File: config.mk
export PLATFORM = sky130hd
export DESIGN_NAME = numeric_literal_scanner_top
export DESIGN_NICKNAME = d
export VERILOG_FILES = /design/src/sv/nls_pkg.sv /design/src/sv/numeric_literal_scanner_top.sv /design/src/sv/nls_in_stage.sv /design/src/sv/nls_scan_core.sv
export SDC_FILE = /design/constraint.sdc
export NUM_CORES = 1
export LEC_CHECK = 0
export CELL_PAD_IN_SITES_DETAIL_PLACEMENT = 1
export CELL_PAD_IN_SITES_GLOBAL_PLACEMENT = 1
export CORE_ASPECT_RATIO = 0.6
export CORE_MARGIN = 4
export CORE_UTILIZATION = 50
export DETAILED_ROUTE_END_ITERATION = 10
export DONT_BUFFER_PORTS = 1
export PLACE_DENSITY = 0.89
export SLEW_MARGIN = 20
export SYNTH_ARGS = -nofsm -noshare
export SYNTH_HDL_FRONTEND = slang
export SYNTH_SLANG_ARGS = --single-unit
File: constraint.sdc
create_clock -name clk_i -period 3.5 [get_ports clk_i]
set_input_delay 0.525 -clock clk_i [delete_from_list [all_inputs] [get_ports clk_i]]
set_output_delay 0.525 -clock clk_i [all_outputs]
set_load 0.02 [all_outputs]
File: src/sv/nls_pkg.sv
// Shared types, character codes and classification functions for the numeric literal scanner.
package nls_pkg;

  localparam int unsigned MaxLength = 255;
  localparam int unsigned CntW      = $clog2(MaxLength + 1);
  localparam int unsigned LenMax    = 255;

  localparam logic [7:0] ChX     = 8'h78;  // 'x'
  localparam logic [7:0] ChO     = 8'h6f;  // 'o'
  localparam logic [7:0] ChB     = 8'h62;  // 'b'
  localparam logic [7:0] ChDot   = 8'h2e;  // '.'
  localparam logic [7:0] ChELow  = 8'h65;  // 'e'
  localparam logic [7:0] ChEUp   = 8'h45;  // 'E'
  localparam logic [7:0] ChMinus = 8'h2d;  // '-'
  localparam logic [7:0] ChPlus  = 8'h2b;  // '+'
  localparam logic [7:0] ChZero  = 8'h30;  // '0'
  localparam logic [7:0] ChOne   = 8'h31;  // '1'
  localparam logic [7:0] ChSeven = 8'h37;  // '7'
  localparam logic [7:0] ChNine  = 8'h39;  // '9'
  localparam logic [7:0] ChALow  = 8'h61;  // 'a'
  localparam logic [7:0] ChFLow  = 8'h66;  // 'f'
  localparam logic [7:0] ChAUp   = 8'h41;  // 'A'
  localparam logic [7:0] ChFUp   = 8'h46;  // 'F'

  typedef enum logic [1:0] {
    RDX_BIN = 2'd0,
    RDX_OCT = 2'd1,
    RDX_DEC = 2'd2,
    RDX_HEX = 2'd3
  } radix_e;

  typedef enum logic [3:0] {
    PH_IDLE    = 4'd0,
    PH_SIGNS   = 4'd1,
    PH_ZERO    = 4'd2,
    PH_DIGITS  = 4'd3,
    PH_DOT     = 4'd4,
    PH_FRAC    = 4'd5,
    PH_EPEND   = 4'd6,
    PH_EXPSIGN = 4'd7,
    PH_EXPDIG  = 4'd8
  } phase_e;

  typedef struct packed {
    logic [7:0] character;
    logic       begin_req;
    logic       end_of_text;
  } item_t;

  typedef struct packed {
    logic [7:0] token_length;
    radix_e     radix;
    logic       exponent_error;
  } result_t;

  function automatic logic is_dec(input logic [7:0] c);
    is_dec = (c >= ChZero) && (c <= ChNine);
  endfunction

  function automatic logic is_exp(input logic [7:0] c);
    is_exp = (c == ChELow) || (c == ChEUp);
  endfunction

  function automatic logic radix_digit(input logic [7:0] c, input radix_e r);
    unique case (r)
      RDX_BIN: radix_digit = (c == ChZero) || (c == ChOne);
      RDX_OCT: radix_digit = (c >= ChZero) && (c <= ChSeven);
      RDX_DEC: radix_digit = is_dec(c);
      RDX_HEX: radix_digit = is_dec(c) || ((c >= ChALow) && (c <= ChFLow)) ||
                             ((c >= ChAUp) && (c <= ChFUp));
      default: radix_digit = 1'b0;
    endcase
  endfunction

endpackage

File: src/sv/numeric_literal_scanner_top.sv
// Numeric literal scanner: input register, scan core and result register.
// A result is registered in the result register as the character that ends it leaves the input register.
// Throughput: one character per cycle unless a waiting result stalls; the scan state update is one combinational step.
// A waiting result stalls the input register only while out_ready_i is low.
// Reset (rst_ni low, asynchronous): both registers empty, scan idle, radix decimal, count zero.
module numeric_literal_scanner_top (
  input  logic       clk_i,
  input  logic       rst_ni,
  input  logic       in_valid_i,
  output logic       in_ready_o,
  input  logic [7:0] character_i,
  input  logic       begin_req_i,
  input  logic       end_of_text_i,
  output logic       out_valid_o,
  input  logic       out_ready_i,
  output logic [7:0] token_length_o,
  output logic [1:0] radix_o,
  output logic       exponent_error_o
);

  nls_pkg::item_t   in_item;
  nls_pkg::item_t   item;
  logic             item_valid;
  logic             advance;
  logic             fire;
  nls_pkg::result_t result;

  logic             out_valid_q, out_valid_d;
  nls_pkg::result_t out_q;

  assign in_item.character   = character_i;
  assign in_item.begin_req   = begin_req_i;
  assign in_item.end_of_text = end_of_text_i;

  // Advance the held character whenever the result register can take a result.
  assign advance = !out_valid_q || out_ready_i;

  nls_in_stage u_in_stage (
    .clk_i        (clk_i),
    .rst_ni       (rst_ni),
    .in_valid_i   (in_valid_i),
    .in_ready_o   (in_ready_o),
    .in_item_i    (in_item),
    .advance_i    (advance),
    .item_valid_o (item_valid),
    .item_o       (item)
  );

  nls_scan_core u_scan_core (
    .clk_i    (clk_i),
    .rst_ni   (rst_ni),
    .step_i   (item_valid && advance),
    .item_i   (item),
    .fire_o   (fire),
    .result_o (result)
  );

  always_comb begin
    out_valid_d = out_valid_q;
    if (advance) begin
      out_valid_d = fire;
    end
  end

  always_ff @(posedge clk_i or negedge rst_ni) begin
    if (!rst_ni) begin
      out_valid_q <= 1'b0;
    end else begin
      out_valid_q <= out_valid_d;
    end
  end

  always_ff @(posedge clk_i) begin
    if (fire) begin
      out_q <= result;
    end
  end

  assign out_valid_o      = out_valid_q;
  assign token_length_o   = out_q.token_length;
  assign radix_o          = out_q.radix;
  assign exponent_error_o = out_q.exponent_error;

endmodule

File: src/sv/nls_in_stage.sv
// Input register stage: captures one character item per transfer.
module nls_in_stage (
  input  logic          clk_i,
  input  logic          rst_ni,
  input  logic          in_valid_i,
  output logic          in_ready_o,
  input  nls_pkg::item_t in_item_i,
  input  logic          advance_i,
  output logic          item_valid_o,
  output nls_pkg::item_t item_o
);

  logic           valid_q, valid_d;
  nls_pkg::item_t item_q;

  assign in_ready_o   = !valid_q || advance_i;
  assign item_valid_o = valid_q;
  assign item_o       = item_q;

  always_comb begin
    valid_d = valid_q;
    if (in_ready_o) begin
      valid_d = in_valid_i;
    end
  end

  always_ff @(posedge clk_i or negedge rst_ni) begin
    if (!rst_ni) begin
      valid_q <= 1'b0;
    end else begin
      valid_q <= valid_d;
    end
  end

  // Payload needs no reset.
  always_ff @(posedge clk_i) begin
    if (in_valid_i && in_ready_o) begin
      item_q <= in_item_i;
    end
  end

endmodule

File: src/sv/nls_scan_core.sv
// Scan state registers and the per-character phase update.
module nls_scan_core (
  input  logic             clk_i,
  input  logic             rst_ni,
  input  logic             step_i,
  input  nls_pkg::item_t   item_i,
  output logic             fire_o,
  output nls_pkg::result_t result_o
);

  nls_pkg::phase_e          phase_q, phase_d;
  nls_pkg::radix_e          radix_q, radix_d;
  logic [nls_pkg::CntW-1:0] count_q, count_d;
  logic                     err_q, err_d;

  nls_pkg::phase_e          ph;
  nls_pkg::radix_e          rdx;
  logic [nls_pkg::CntW-1:0] cnt;
  logic [nls_pkg::CntW:0]   sum;
  logic [1:0]               add;
  logic                     err;
  logic                     fin;
  logic                     quiet;
  logic [7:0]               c;

  always_comb begin
    c     = item_i.character;
    ph    = item_i.begin_req ? nls_pkg::PH_SIGNS : phase_q;
    rdx   = item_i.begin_req ? nls_pkg::RDX_DEC : radix_q;
    cnt   = item_i.begin_req ? '0 : count_q;
    err   = item_i.begin_req ? 1'b0 : err_q;
    add   = 2'd0;
    fin   = 1'b0;
    quiet = 1'b0;
    sum   = '0;

    unique case (ph)
      nls_pkg::PH_IDLE: quiet = 1'b1;
      nls_pkg::PH_SIGNS: begin
        if (c == nls_pkg::ChPlus || c == nls_pkg::ChMinus) begin
          add = 2'd1;
        end else if (c == nls_pkg::ChZero) begin
          add = 2'd1;
          ph  = nls_pkg::PH_ZERO;
        end else if (nls_pkg::is_dec(c)) begin
          add = 2'd1;
          ph  = nls_pkg::PH_DIGITS;
        end else if (c == nls_pkg::ChDot) begin
          ph = nls_pkg::PH_DOT;
        end else if (nls_pkg::is_exp(c)) begin
          ph = nls_pkg::PH_EPEND;
        end else begin
          fin = 1'b1;
        end
      end
      nls_pkg::PH_ZERO: begin
        if (c == nls_pkg::ChX || c == nls_pkg::ChO || c == nls_pkg::ChB) begin
          add = 2'd1;
          ph  = nls_pkg::PH_DIGITS;
          if (c == nls_pkg::ChX) begin
            rdx = nls_pkg::RDX_HEX;
          end else if (c == nls_pkg::ChO) begin
            rdx = nls_pkg::RDX_OCT;
          end else begin
            rdx = nls_pkg::RDX_BIN;
          end
        end else if (nls_pkg::is_dec(c)) begin
          add = 2'd1;
          ph  = nls_pkg::PH_DIGITS;
        end else if (c == nls_pkg::ChDot) begin
          ph = nls_pkg::PH_DOT;
        end else if (nls_pkg::is_exp(c)) begin
          ph = nls_pkg::PH_EPEND;
        end else begin
          fin = 1'b1;
        end
      end
      nls_pkg::PH_DIGITS: begin
        if (nls_pkg::radix_digit(c, rdx)) begin
          add = 2'd1;
        end else if (rdx == nls_pkg::RDX_DEC && c == nls_pkg::ChDot) begin
          ph = nls_pkg::PH_DOT;
        end else if (rdx == nls_pkg::RDX_DEC && nls_pkg::is_exp(c)) begin
          ph = nls_pkg::PH_EPEND;
        end else begin
          fin = 1'b1;
        end
      end
      nls_pkg::PH_DOT: begin
        // The dot is counted only once a fraction digit confirms it.
        if (nls_pkg::is_dec(c)) begin
          add = 2'd2;
          ph  = nls_pkg::PH_FRAC;
        end else begin
          fin = 1'b1;
        end
      end
      nls_pkg::PH_FRAC: begin
        if (nls_pkg::is_dec(c)) begin
          add = 2'd1;
        end else if (nls_pkg::is_exp(c)) begin
          ph = nls_pkg::PH_EPEND;
        end else begin
          fin = 1'b1;
        end
      end
      nls_pkg::PH_EPEND: begin
        if (nls_pkg::is_dec(c)) begin
          add = 2'd2;
          ph  = nls_pkg::PH_EXPDIG;
        end else if (c == nls_pkg::ChMinus) begin
          add = 2'd2;
          ph  = nls_pkg::PH_EXPSIGN;
        end else begin
          fin = 1'b1;
        end
      end
      nls_pkg::PH_EXPSIGN: begin
        if (nls_pkg::is_dec(c)) begin
          add = 2'd1;
          ph  = nls_pkg::PH_EXPDIG;
        end else begin
          err = 1'b1;
          fin = 1'b1;
        end
      end
      nls_pkg::PH_EXPDIG: begin
        if (nls_pkg::is_dec(c)) begin
          add = 2'd1;
        end else begin
          fin = 1'b1;
        end
      end
      default: begin
        ph    = nls_pkg::PH_IDLE;
        quiet = 1'b1;
      end
    endcase

    // Saturating count.
    sum = {1'b0, cnt} + {{(nls_pkg::CntW - 1){1'b0}}, add};
    if (sum > (nls_pkg::CntW + 1)'(nls_pkg::MaxLength)) begin
      cnt = nls_pkg::CntW'(nls_pkg::MaxLength);
    end else begin
      cnt = sum[nls_pkg::CntW-1:0];
    end

    if (!fin && !quiet && item_i.end_of_text) begin
      if (ph == nls_pkg::PH_EXPSIGN) begin
        err = 1'b1;
      end
      fin = 1'b1;
    end
    if (fin) begin
      ph = nls_pkg::PH_IDLE;
    end

    phase_d = phase_q;
    radix_d = radix_q;
    count_d = count_q;
    err_d   = err_q;
    if (step_i) begin
      phase_d = ph;
      radix_d = rdx;
      count_d = cnt;
      err_d   = err;
    end
  end

  always_comb begin
    fire_o = step_i && fin;
    if (cnt > nls_pkg::CntW'(nls_pkg::LenMax)) begin
      result_o.token_length = 8'(nls_pkg::LenMax);
    end else begin
      result_o.token_length = cnt[7:0];
    end
    result_o.radix          = rdx;
    result_o.exponent_error = err;
  end

  always_ff @(posedge clk_i or negedge rst_ni) begin
    if (!rst_ni) begin
      phase_q <= nls_pkg::PH_IDLE;
      radix_q <= nls_pkg::RDX_DEC;
      count_q <= '0;
      err_q   <= 1'b0;
    end else begin
      phase_q <= phase_d;
      radix_q <= radix_d;
      count_q <= count_d;
      err_q   <= err_d;
    end
  end

endmodule

==> results_dict.tcl, run 1 <==
set metrics [dict create \
    io_buffers 0 \
    cp-startpoint "u_in_stage.item_o[2]" \
    worstPathRequired_ns 3.67 \
    drive_gt1_share_pct 22.5 \
    cts_inserted_buffers 5 \
    htreeDepth 2 \
    placedCellCount 296 \
    routed-wl-met3_um 545 \
    endpoint "u_scan_core.count_q[5]" \
    cts.clk_slew.worst_paths_ns 0.07 \
    grt_pass1_vias 1886 \
    ant_nets 0 \
    grt_usage_pct 21.2 \
    hpwl_um 4460 \
    synth.largest_area_cell "edfxtp_1" \
    vdd_drop_max_mv 0.273 \
    p_per_area_nw_per_um2 423 \
    syn-cell-area_um2 2380 \
    syn2layout_area_growth_pct 11.2 \
    die_h_um 61.5 \
    synth-edff-count 21 \
    reg2reg_to "u_scan_core.count_q[5]" \
    ff2ff_path_depth 12 \
    crit_fanout 8 \
    path_cells "or3_1 -> o2111a_1 -> a41o_2 -> a22oi_1 -> o211ai_1 -> ha_1 -> fa_1 -> nand2_1 -> nor2_1 -> nand4_1 -> o21ai_0 -> mux2_2" \
    critPathBufInv 0 \
    slew_headroom_pct 46.1 \
    cts_sinks 38 \
    yosysWarnings 0 \
    setup-tns-final_ns 0 \
    synthesis.nets 250 \
    ys.flop_type "edfxtp_1" \
    swShare_pct 31.3 \
    synth_top_area_share_pct 26.5 \
    wl_met1_um 3100 \
    share_comb_of_total_power_pct 19.8 \
    cp_slowest_cell "edfxtp_1" \
    mostFrequentLayoutCells "buf_4, nand2_1, edfxtp_1, dfrtp_1" \
    start_util_pct 51.9 \
    worstSetupEndpointType "register" \
    instances_no_fill 316 \
    rows 19 \
    switching_power_mw 0.351 \
    finalHoldViolations 0 \
    root_buffer "clkbuf_8" \
    cp.depth 12 \
    place_congestion 0.918 \
    hp-class "in2async" \
    p_leak_nw 1.06 \
    post-route-min-period_ns 3.30 \
    mostFrequentLayoutCell "buf_4" \
    wl_per_cell_um 21.4 \
    cts_tree "done" \
    synth_area_per_cell_um2 10.2 \
    synth_area_leaders "edfxtp_1, dfrtp_1, nand2_1" \
    drc 0 \
    grt_overflow 0 \
    seq_power_share_pct 52.6 \
    total_power_mw 1.12 \
    grt_max_degree 19 \
    cpPeakStageDelay_ns 0.52 \
    setup_viol 0 \
    pin_count 27 \
    drtPass1Iterations 4 \
    ys_types 74 \
    synth_seq_cells 38 \
    dieArea_um2 5970 \
    fin_crit_sh_pct 94.2 \
    wl_met2_um 3060 \
    async_flop_share_pct 44.7 \
    slew_viol_final 0 \
    insertion_delay_ns 0.29 \
    finClkSkew_ns 0.00717 \
    postSynthCellCount 233 \
    clk_path_buf_depth 2 \
    worstSetupStartpointType "register" \
    r2r_slack_ns 0.20 \
    vias 1981 \
    top_layer "met4" \
    path_class "reg2reg" \
    cpLargestDelayFamily "compound AO/OA/AOI/OAI gates" \
    drt_wl_total_um 6750 \
    diodes 0 \
    nFillCells 506 \
    worst_pin_slew_ns 0.806 \
    status "completed" \
    layout.nets 269 \
    rr_startpoint "u_in_stage.item_o[2]" \
    viasPerCell 6.27 \
    max_freq_mhz 303 \
    drtIter0Drc 149 \
    maxCapViolations 0 \
    die_w_um 97.1 \
    p_int_mw 0.770 \
    grt_pass1_wl_um 9830 \
    cp.arrival_ns 3.47 \
    antenna_found_initial 0 \
    clockPowerShare_pct 27.6 \
    core-area_um2 4590 \
    ys_seq_area_share_pct 44.4 \
]
-- worst reg2reg max path, cell delays in order, from the launching register on --
cell      delay (ns)
edfxtp_1        0.52
or3_1           0.37
o2111a_1        0.16
a41o_2          0.25
a22oi_1         0.15
o211ai_1        0.12
ha_1            0.26
fa_1            0.50
nand2_1         0.12
nor2_1          0.06
nand4_1         0.21
o21ai_0         0.16
mux2_2          0.29
-- routing by layer --
metal | up-vias | GRT usage (%)
met5 | - | 0
met4 | 0 | 2.40
met3 | 8 | 8.60
met2 | 74 | 32.7
met1 | 994 | 29.2
li1 | 905 | -
-- timing repair --
action	CTS	global route
resized for setup	0	2
endpoints found under the hold margin	16	0
hold buffers	1	0
buffers inserted	0	11
endpoints found under the setup margin	0	11
-- Yosys cell counts (all sizes together) (2+ instances only) --
| master | n |
|---|---|
| or4b | 2 |
| a31oi | 5 |
| nor3b | 3 |
| xnor2 | 3 |
| nor3 | 5 |
| and2 | 4 |
| nand2 | 26 |
| xor2 | 4 |
| and3b | 5 |
| o21ai | 8 |
| nor2 | 12 |
| nand3 | 9 |
| nand4 | 4 |
| ha | 2 |
| a22o | 2 |
| o31ai | 5 |
| o31a | 2 |
| inv | 7 |
| a21oi | 12 |
| and3 | 2 |
| a21o | 2 |
| mux2 | 6 |
| nand2b | 10 |
| dfrtp | 16 |
| buf | 15 |
| o22ai | 4 |
| o41ai | 2 |
| edfxtp | 21 |
| nor2b | 5 |
-- state kept, by name, summed over array words and instances, names as in the netlist --
signal	count
out_valid_o	1
u_in_stage.item_valid_o	1
u_scan_core.phase_q	4
exponent_error_o	1
u_scan_core.radix_q	2
u_in_stage.item_o	10
radix_o	2
token_length_o	8
u_scan_core.count_q	8
u_scan_core.err_q	1
-- worst min-delay path by stage --
| stage | depth (start not counted) | endpoint | from | slack, ns |
|---|---|---|---|---|
| finish | 0 | u_scan_core.radix_q[1] | rst_ni | 0.08 |
| global route | 0 | u_scan_core.radix_q[1] | rst_ni | 0.07 |
| CTS | 0 | u_scan_core.radix_q[1] | rst_ni | 0.07 |
| detailed placement | 0 | out_valid_o | rst_ni | 0.23 |
| global placement | 0 | out_valid_o | rst_ni | 0.23 |
| floorplan | 0 | out_valid_o | rst_ni | 0.23 |
-- final cells by class --
type / count / area (µm²) / area share, %
Tap cell: 63 / 78.8 / 2.98
Clock buffer: 7 / 86.3 / 3.26
Clock inverter: 1 / 5.00 / 0.189
Sequential cell: 38 / 1060 / 39.9
Timing Repair Buffer: 27 / 205 / 7.75
Multi-Input combinational cell: 172 / 1190 / 44.8
Inverter: 8 / 30.0 / 1.13
-- cells by family after synthesis --
kind of cell,share of synthesized area [%]
AOI/OAI and AO/OA,18.1
and+or+nand+nor,23.9
buffers and inverters,5.88
muxes,3.26
adders and majority gates,1.89
xor gates and xnor gates,2.57
DFF,44.4
-- per-stage QoR --
step / utilization [%] / setup WS (ns) / cell area (µm²) / hold slack (ns)
detailed placement: 53.7 / 0.144 / 2460 / 0.230
global route: 57.7 / -0.0333 / 2650 / 0.0651
global placement: 53.7 / 0.334 / 2460 / 0.230
finish: 57.7 / 0.203 / 2650 / 0.0791
CTS: 55.9 / 0.0985 / 2560 / 0.0724
floorplan: - / 0.380 / 2380 / 0.229
-- power by group through the flow --
stage / Clock [mW] / Combinational, mW / Sequential, mW
2_1_floorplan: 0 / 0.164 / 0.581
3_3_place_gp: 0 / 0.188 / 0.596
3_5_place_dp: 0 / 0.195 / 0.599
4_1_cts: 0.313 / 0.203 / 0.589
5_1_grt: 0.331 / 0.242 / 0.595
6_report: 0.309 / 0.222 / 0.589
Power figures use the tool's default switching activity.
==> run 2, diff against run 1 <==
- CELL_PAD_IN_SITES_DETAIL_PLACEMENT: 1 -> not set
- CELL_PAD_IN_SITES_GLOBAL_PLACEMENT: 1 -> not set
- CORE_UTILIZATION: 50 -> 57
- PLACE_DENSITY: 0.89 -> 0.81
==> results_dict.tcl, run 2 (synthesized netlist as in run 1, its figures left out) <==
set metrics [dict create \
    diodes 0 \
    slew_viol_final 0 \
    wl_per_cell_um 18.8 \
    worstSetupEndpointType "register" \
    clk_path_buf_depth 2 \
    dieArea_um2 5310 \
    layout.nets 257 \
    ant_nets 0 \
    mostFrequentLayoutCell "nand2_1" \
    rows 17 \
    swShare_pct 28.7 \
    start_util_pct 61.9 \
    switching_power_mw 0.335 \
    root_buffer "clkbuf_8" \
    viasPerCell 6.51 \
    antenna_found_initial 0 \
    critPathMostFrequentCell "o21ai_0" \
    finClkSkew_ns 0.00617 \
    clockPowerShare_pct 32.3 \
    grt_overflow 0 \
    drtIter0Drc 297 \
    postPlaceCellArea_um2 2400 \
    core-area_um2 3850 \
    syn2layout_area_growth_pct 8.67 \
    cts.clk_slew.worst_paths_ns 0.07 \
    drive_gt1_share_pct 18.7 \
    worstPathRequired_ns 3.68 \
    placedCellCount 283 \
    cpLargestDelayFamily "compound AO/OA/AOI/OAI gates" \
    seq_power_share_pct 50.7 \
    drt_wl_total_um 5600 \
    total_power_mw 1.17 \
    stdcell_area_um2 2590 \
    finalHoldViolations 0 \
    mostFrequentLayoutCells "nand2_1, edfxtp_1, dfrtp_1, buf_4, nor2_1" \
    largest_reg_flops 10 \
    cpPeakStageDelay_ns 0.48 \
    grt_pass1_wl_um 8600 \
    insertion_delay_ns 0.29 \
    io_buffers 0 \
    worstSetupStartpointType "register" \
    fin_crit_sh_pct 96.6 \
    pin_count 27 \
    drtPass1Iterations 5 \
    cts_tree "done" \
    place_congestion 0.916 \
    setup_viol 0 \
    crit_fanout 9 \
    grt_pass1_vias 1706 \
    p_int_mw 0.833 \
    critPathBufInv 1 \
    worst_pin_slew_ns 0.742 \
    vias 1939 \
    die_h_um 58.1 \
    slew_headroom_pct 50.3 \
    cts_inserted_buffers 5 \
    grt_usage_pct 20.7 \
    cp_slowest_cell "fa_1" \
    path_cells "buf_4 -> and3b_1 -> a21oi_1 -> o22ai_1 -> o21ai_0 -> o211ai_1 -> ha_1 -> fa_1 -> nand2_1 -> nor2_1 -> nand4_1 -> o21ai_0 -> mux2_2" \
    path_class "reg2reg" \
    share_comb_of_total_power_pct 17.0 \
    status "completed" \
    cp.arrival_ns 3.56 \
    drc 0 \
    grt_max_degree 19 \
    die_w_um 91.5 \
    max_freq_mhz 296 \
    hp-class "in2async" \
    hpwl_um 3870 \
    htreeDepth 2 \
    vdd_drop_max_mv 0.288 \
    p_per_area_nw_per_um2 451 \
    maxCapViolations 0 \
    instances_no_fill 298 \
    post-route-min-period_ns 3.38 \
    p_leak_nw 1.02 \
    cts_sinks 38 \
]
run 2: what timing repair did:
item / in CTS / in global routing
resized for setup: 0 / 2
hold buffers: 1 / 0
hold endpoints to repair: 16 / 0
setup endpoints to repair: 0 / 3
setup buffers: 0 / 6
run 2: through the flow:
stage / utilization [%] / setup slack [ns] / setup TNS, ns / hold WS (ns)
global placement: 62.4 / 0.290 / 0 / 0.230
detailed placement: 62.4 / 0.221 / 0 / 0.230
finish: 67.2 / 0.120 / 0 / 0.0775
CTS: 65.7 / 0.181 / 0 / 0.0712
floorplan: - / 0.380 / 0 / 0.229
global route: 67.2 / -0.0111 / -0.0193 / 0.0623
run 2: final timing paths:
check | end | cells after the start | slack, ns | start
setup / recovery | u_scan_core.count_q[4] | 13 | 0.12 | u_in_stage.item_o[3]
hold / removal | u_scan_core.radix_q[1] | 0 | 0.08 | rst_ni
setup reg to reg | u_scan_core.count_q[4] | 13 | 0.12 | u_in_stage.item_o[3]
hold reg to reg | u_scan_core.count_q[0] | 1 | 0.50 | u_scan_core.count_q[0]
max in group asynchronous | u_scan_core.phase_q[2] | 1 | 2.29 | rst_ni
min in group clk_i | u_in_stage.item_o[3] | 0 | 0.33 | character_i[1]
run 2: final cells by class:
cell class,count,area (µm²)
clock buffer,7,86.3
clock inverter,1,30.0
fill,294,1260
sequential,38,1060
multi-input combinational,172,1200
inverter,8,30.0
tap,57,71.3
timing repair buffer,15,115
run 2: layer usage:
metal / GRT usage, % / routed length (µm) / up-vias
li1: - / - / 883
met2: 27.9 / 2270 / 113
met4: 4.08 / 98 / 0
met5: 0 / 0 / -
met1: 31.2 / 2650 / 922
met3: 8.04 / 578 / 21
run 2: power groups by stage:
stage	sequential (mW)	clock, mW	combinational [mW]
after CTS	0.591	0.384	0.182
after global routing	0.597	0.407	0.217
after detailed placement	0.600	0	0.177
after global placement	0.600	0	0.174
after floorplan	0.581	0	0.164
final	0.593	0.377	0.199
==> run 3, diff against run 2 <==
- CELL_PAD_IN_SITES_DETAIL_PLACEMENT: not set -> 0
- CELL_PAD_IN_SITES_GLOBAL_PLACEMENT: not set -> 1
- CORE_UTILIZATION: 57 -> 50
- PLACE_DENSITY: 0.81 -> 0.89
==> results_dict.tcl, run 3 (synthesized netlist as in run 1, its figures left out) <==
set metrics [dict create \
    mostFrequentLayoutCell "nand2_1" \
    worst_pin_slew_ns 0.785 \
    drive_gt1_share_pct 21.2 \
    cts.clk_slew.worst_paths_ns 0.07 \
    drtIter0Drc 177 \
    p_leak_nw 1.04 \
    htreeDepth 2 \
    utilization_pct 57.3 \
    vdd_drop_max_mv 0.214 \
    hpwl_um 3830 \
    grt_pass1_wl_um 8760 \
    setup-tns-final_ns 0 \
    insertion_delay_ns 0.29 \
    cts_tree "done" \
    wl_per_cell_um 17.0 \
    drc 0 \
    stdcell_area_um2 2630 \
    drt_wl_total_um 5370 \
    rr_startpoint "u_in_stage.item_o[2]" \
    syn2layout_area_growth_pct 10.4 \
    pin_count 27 \
    max_freq_mhz 309 \
    total_power_mw 1.10 \
    dieArea_um2 5970 \
    finClkSkew_ns 0.00553 \
    root_buffer "clkbuf_8" \
    place_congestion 0.918 \
    post-route-min-period_ns 3.24 \
    die_h_um 61.5 \
    fin_crit_sh_pct 92.4 \
    viasPerCell 5.95 \
    grt_pass1_vias 1717 \
    status "completed" \
    grt_overflow 0 \
    cp.arrival_ns 3.42 \
    crit_fanout 8 \
    mostFrequentLayoutCells "nand2_1, buf_4, edfxtp_1, dfrtp_1" \
    grt_max_degree 19 \
    cts_sinks 38 \
    vias 1875 \
    worstPathRequired_ns 3.69 \
    core-area_um2 4590 \
    rsz0062_at_grt "false" \
    finalHoldViolations 0 \
    die_w_um 97.1 \
    maxCapViolations 0 \
    ff2ff_path_depth 12 \
    grt_usage_pct 19.5 \
    slew_viol_final 0 \
    largest_reg_flops 10 \
    io_buffers 0 \
    p_per_area_nw_per_um2 419 \
    clk_path_buf_depth 2 \
    path_class "reg2reg" \
    hp-class "in2async" \
    start_util_pct 51.9 \
    r2r_slack_ns 0.26 \
    cts_inserted_buffers 5 \
    layout.nets 266 \
    drtPass1Iterations 4 \
    reg2reg_to "u_scan_core.count_q[5]" \
    postPlaceCellArea_um2 2460 \
    slew_headroom_pct 47.5 \
    setup_viol 0 \
    worstSetupEndpointType "register" \
    nFillCells 398 \
    rows 19 \
    ant_nets 0 \
    antenna_found_initial 1 \
    worstSetupStartpointType "register" \
]
==> run 3: changes by cell type in the layout (fill, tap and decap cells not counted), sizes merged <==
cell / previous run / this run
buf: 14 / 23
bufinv: 1 / 0
diode: 0 / 2
clkinv: 1 / 2
==> run 3: worst max-delay path, cell delays in order (launching register included) <==
cell and delay [ns]:
edfxtp_1 0.50, or3_1 0.37, o2111a_1 0.15, a41o_2 0.24, a22oi_1 0.16, o211ai_1 0.14, ha_1 0.26, fa_1 0.48
nand2_1 0.10, nor2_1 0.06, nand4_1 0.23, o21ai_0 0.17, mux2_2 0.28
==> run 3: cell type report <==
| type | instances | area [µm²] | share of cell area [%] |
|---|---|---|---|
| repair buffers | 24 | 183 | 6.95 |
| flip-flops and latches | 38 | 1060 | 40.2 |
| clock inverters | 1 | 5.00 | 0.190 |
| inverters | 8 | 30.0 | 1.14 |
| diodes | 2 | 5.00 | 0.190 |
| well taps | 63 | 78.8 | 3.00 |
| clock buffers | 7 | 86.3 | 3.28 |
| multi-input cells | 172 | 1180 | 45.1 |
==> run 3: per-layer routing <==
layer / vias to the layer above / track usage, % / wire, µm
met3: 7 / 8.94 / 623
met2: 88 / 25.5 / 2050
met4: 0 / 7.60 / 63
met5: - / 7.69 / 0
met1: 873 / 27.1 / 2630
li1: 907 / - / -
==> run 3: report_power, final <==
| group | switching [mW] | total [mW] | leakage [nW] | internal [mW] |
|---|---|---|---|---|
| combinational | 0.125 | 0.207 | 0.571 | 0.0822 |
| clock | 0.149 | 0.308 | 0.0482 | 0.159 |
| sequential | 0.0604 | 0.587 | 0.425 | 0.526 |
| total | 0.334 | 1.10 | 1.04 | 0.767 |
==> run 3: what timing repair did <==
item | in CTS | in global routing
hold buffers | 1 | 0
buffers inserted | 0 | 8
gates resized for setup | 0 | 2
endpoints found under the hold margin | 16 | 0
setup endpoints to repair | 0 | 6
==> run 3: worst max-delay path by stage <==
stage	endpoint	cells after the start	from
3_3_place_gp	u_scan_core.count_q[4]	12	u_in_stage.item_o[5]
5_1_grt	u_scan_core.count_q[5]	12	u_in_stage.item_o[2]
6_report	u_scan_core.count_q[5]	12	u_in_stage.item_o[2]
4_1_cts	u_scan_core.count_q[4]	12	u_in_stage.item_o[2]
2_1_floorplan	u_scan_core.count_q[7]	10	u_in_stage.item_o[9]
3_5_place_dp	u_scan_core.count_q[4]	12	u_in_stage.item_o[2]
==> run 3: stage by stage <==
step,hold WS [ns],setup WS (ns),instances
3_5_place_dp,0.230,0.221,296
5_1_grt,0.0521,0.0108,315
2_1_floorplan,0.229,0.380,233
3_3_place_gp,0.230,0.334,296
4_1_cts,0.0590,0.203,305
6_report,0.0721,0.265,315
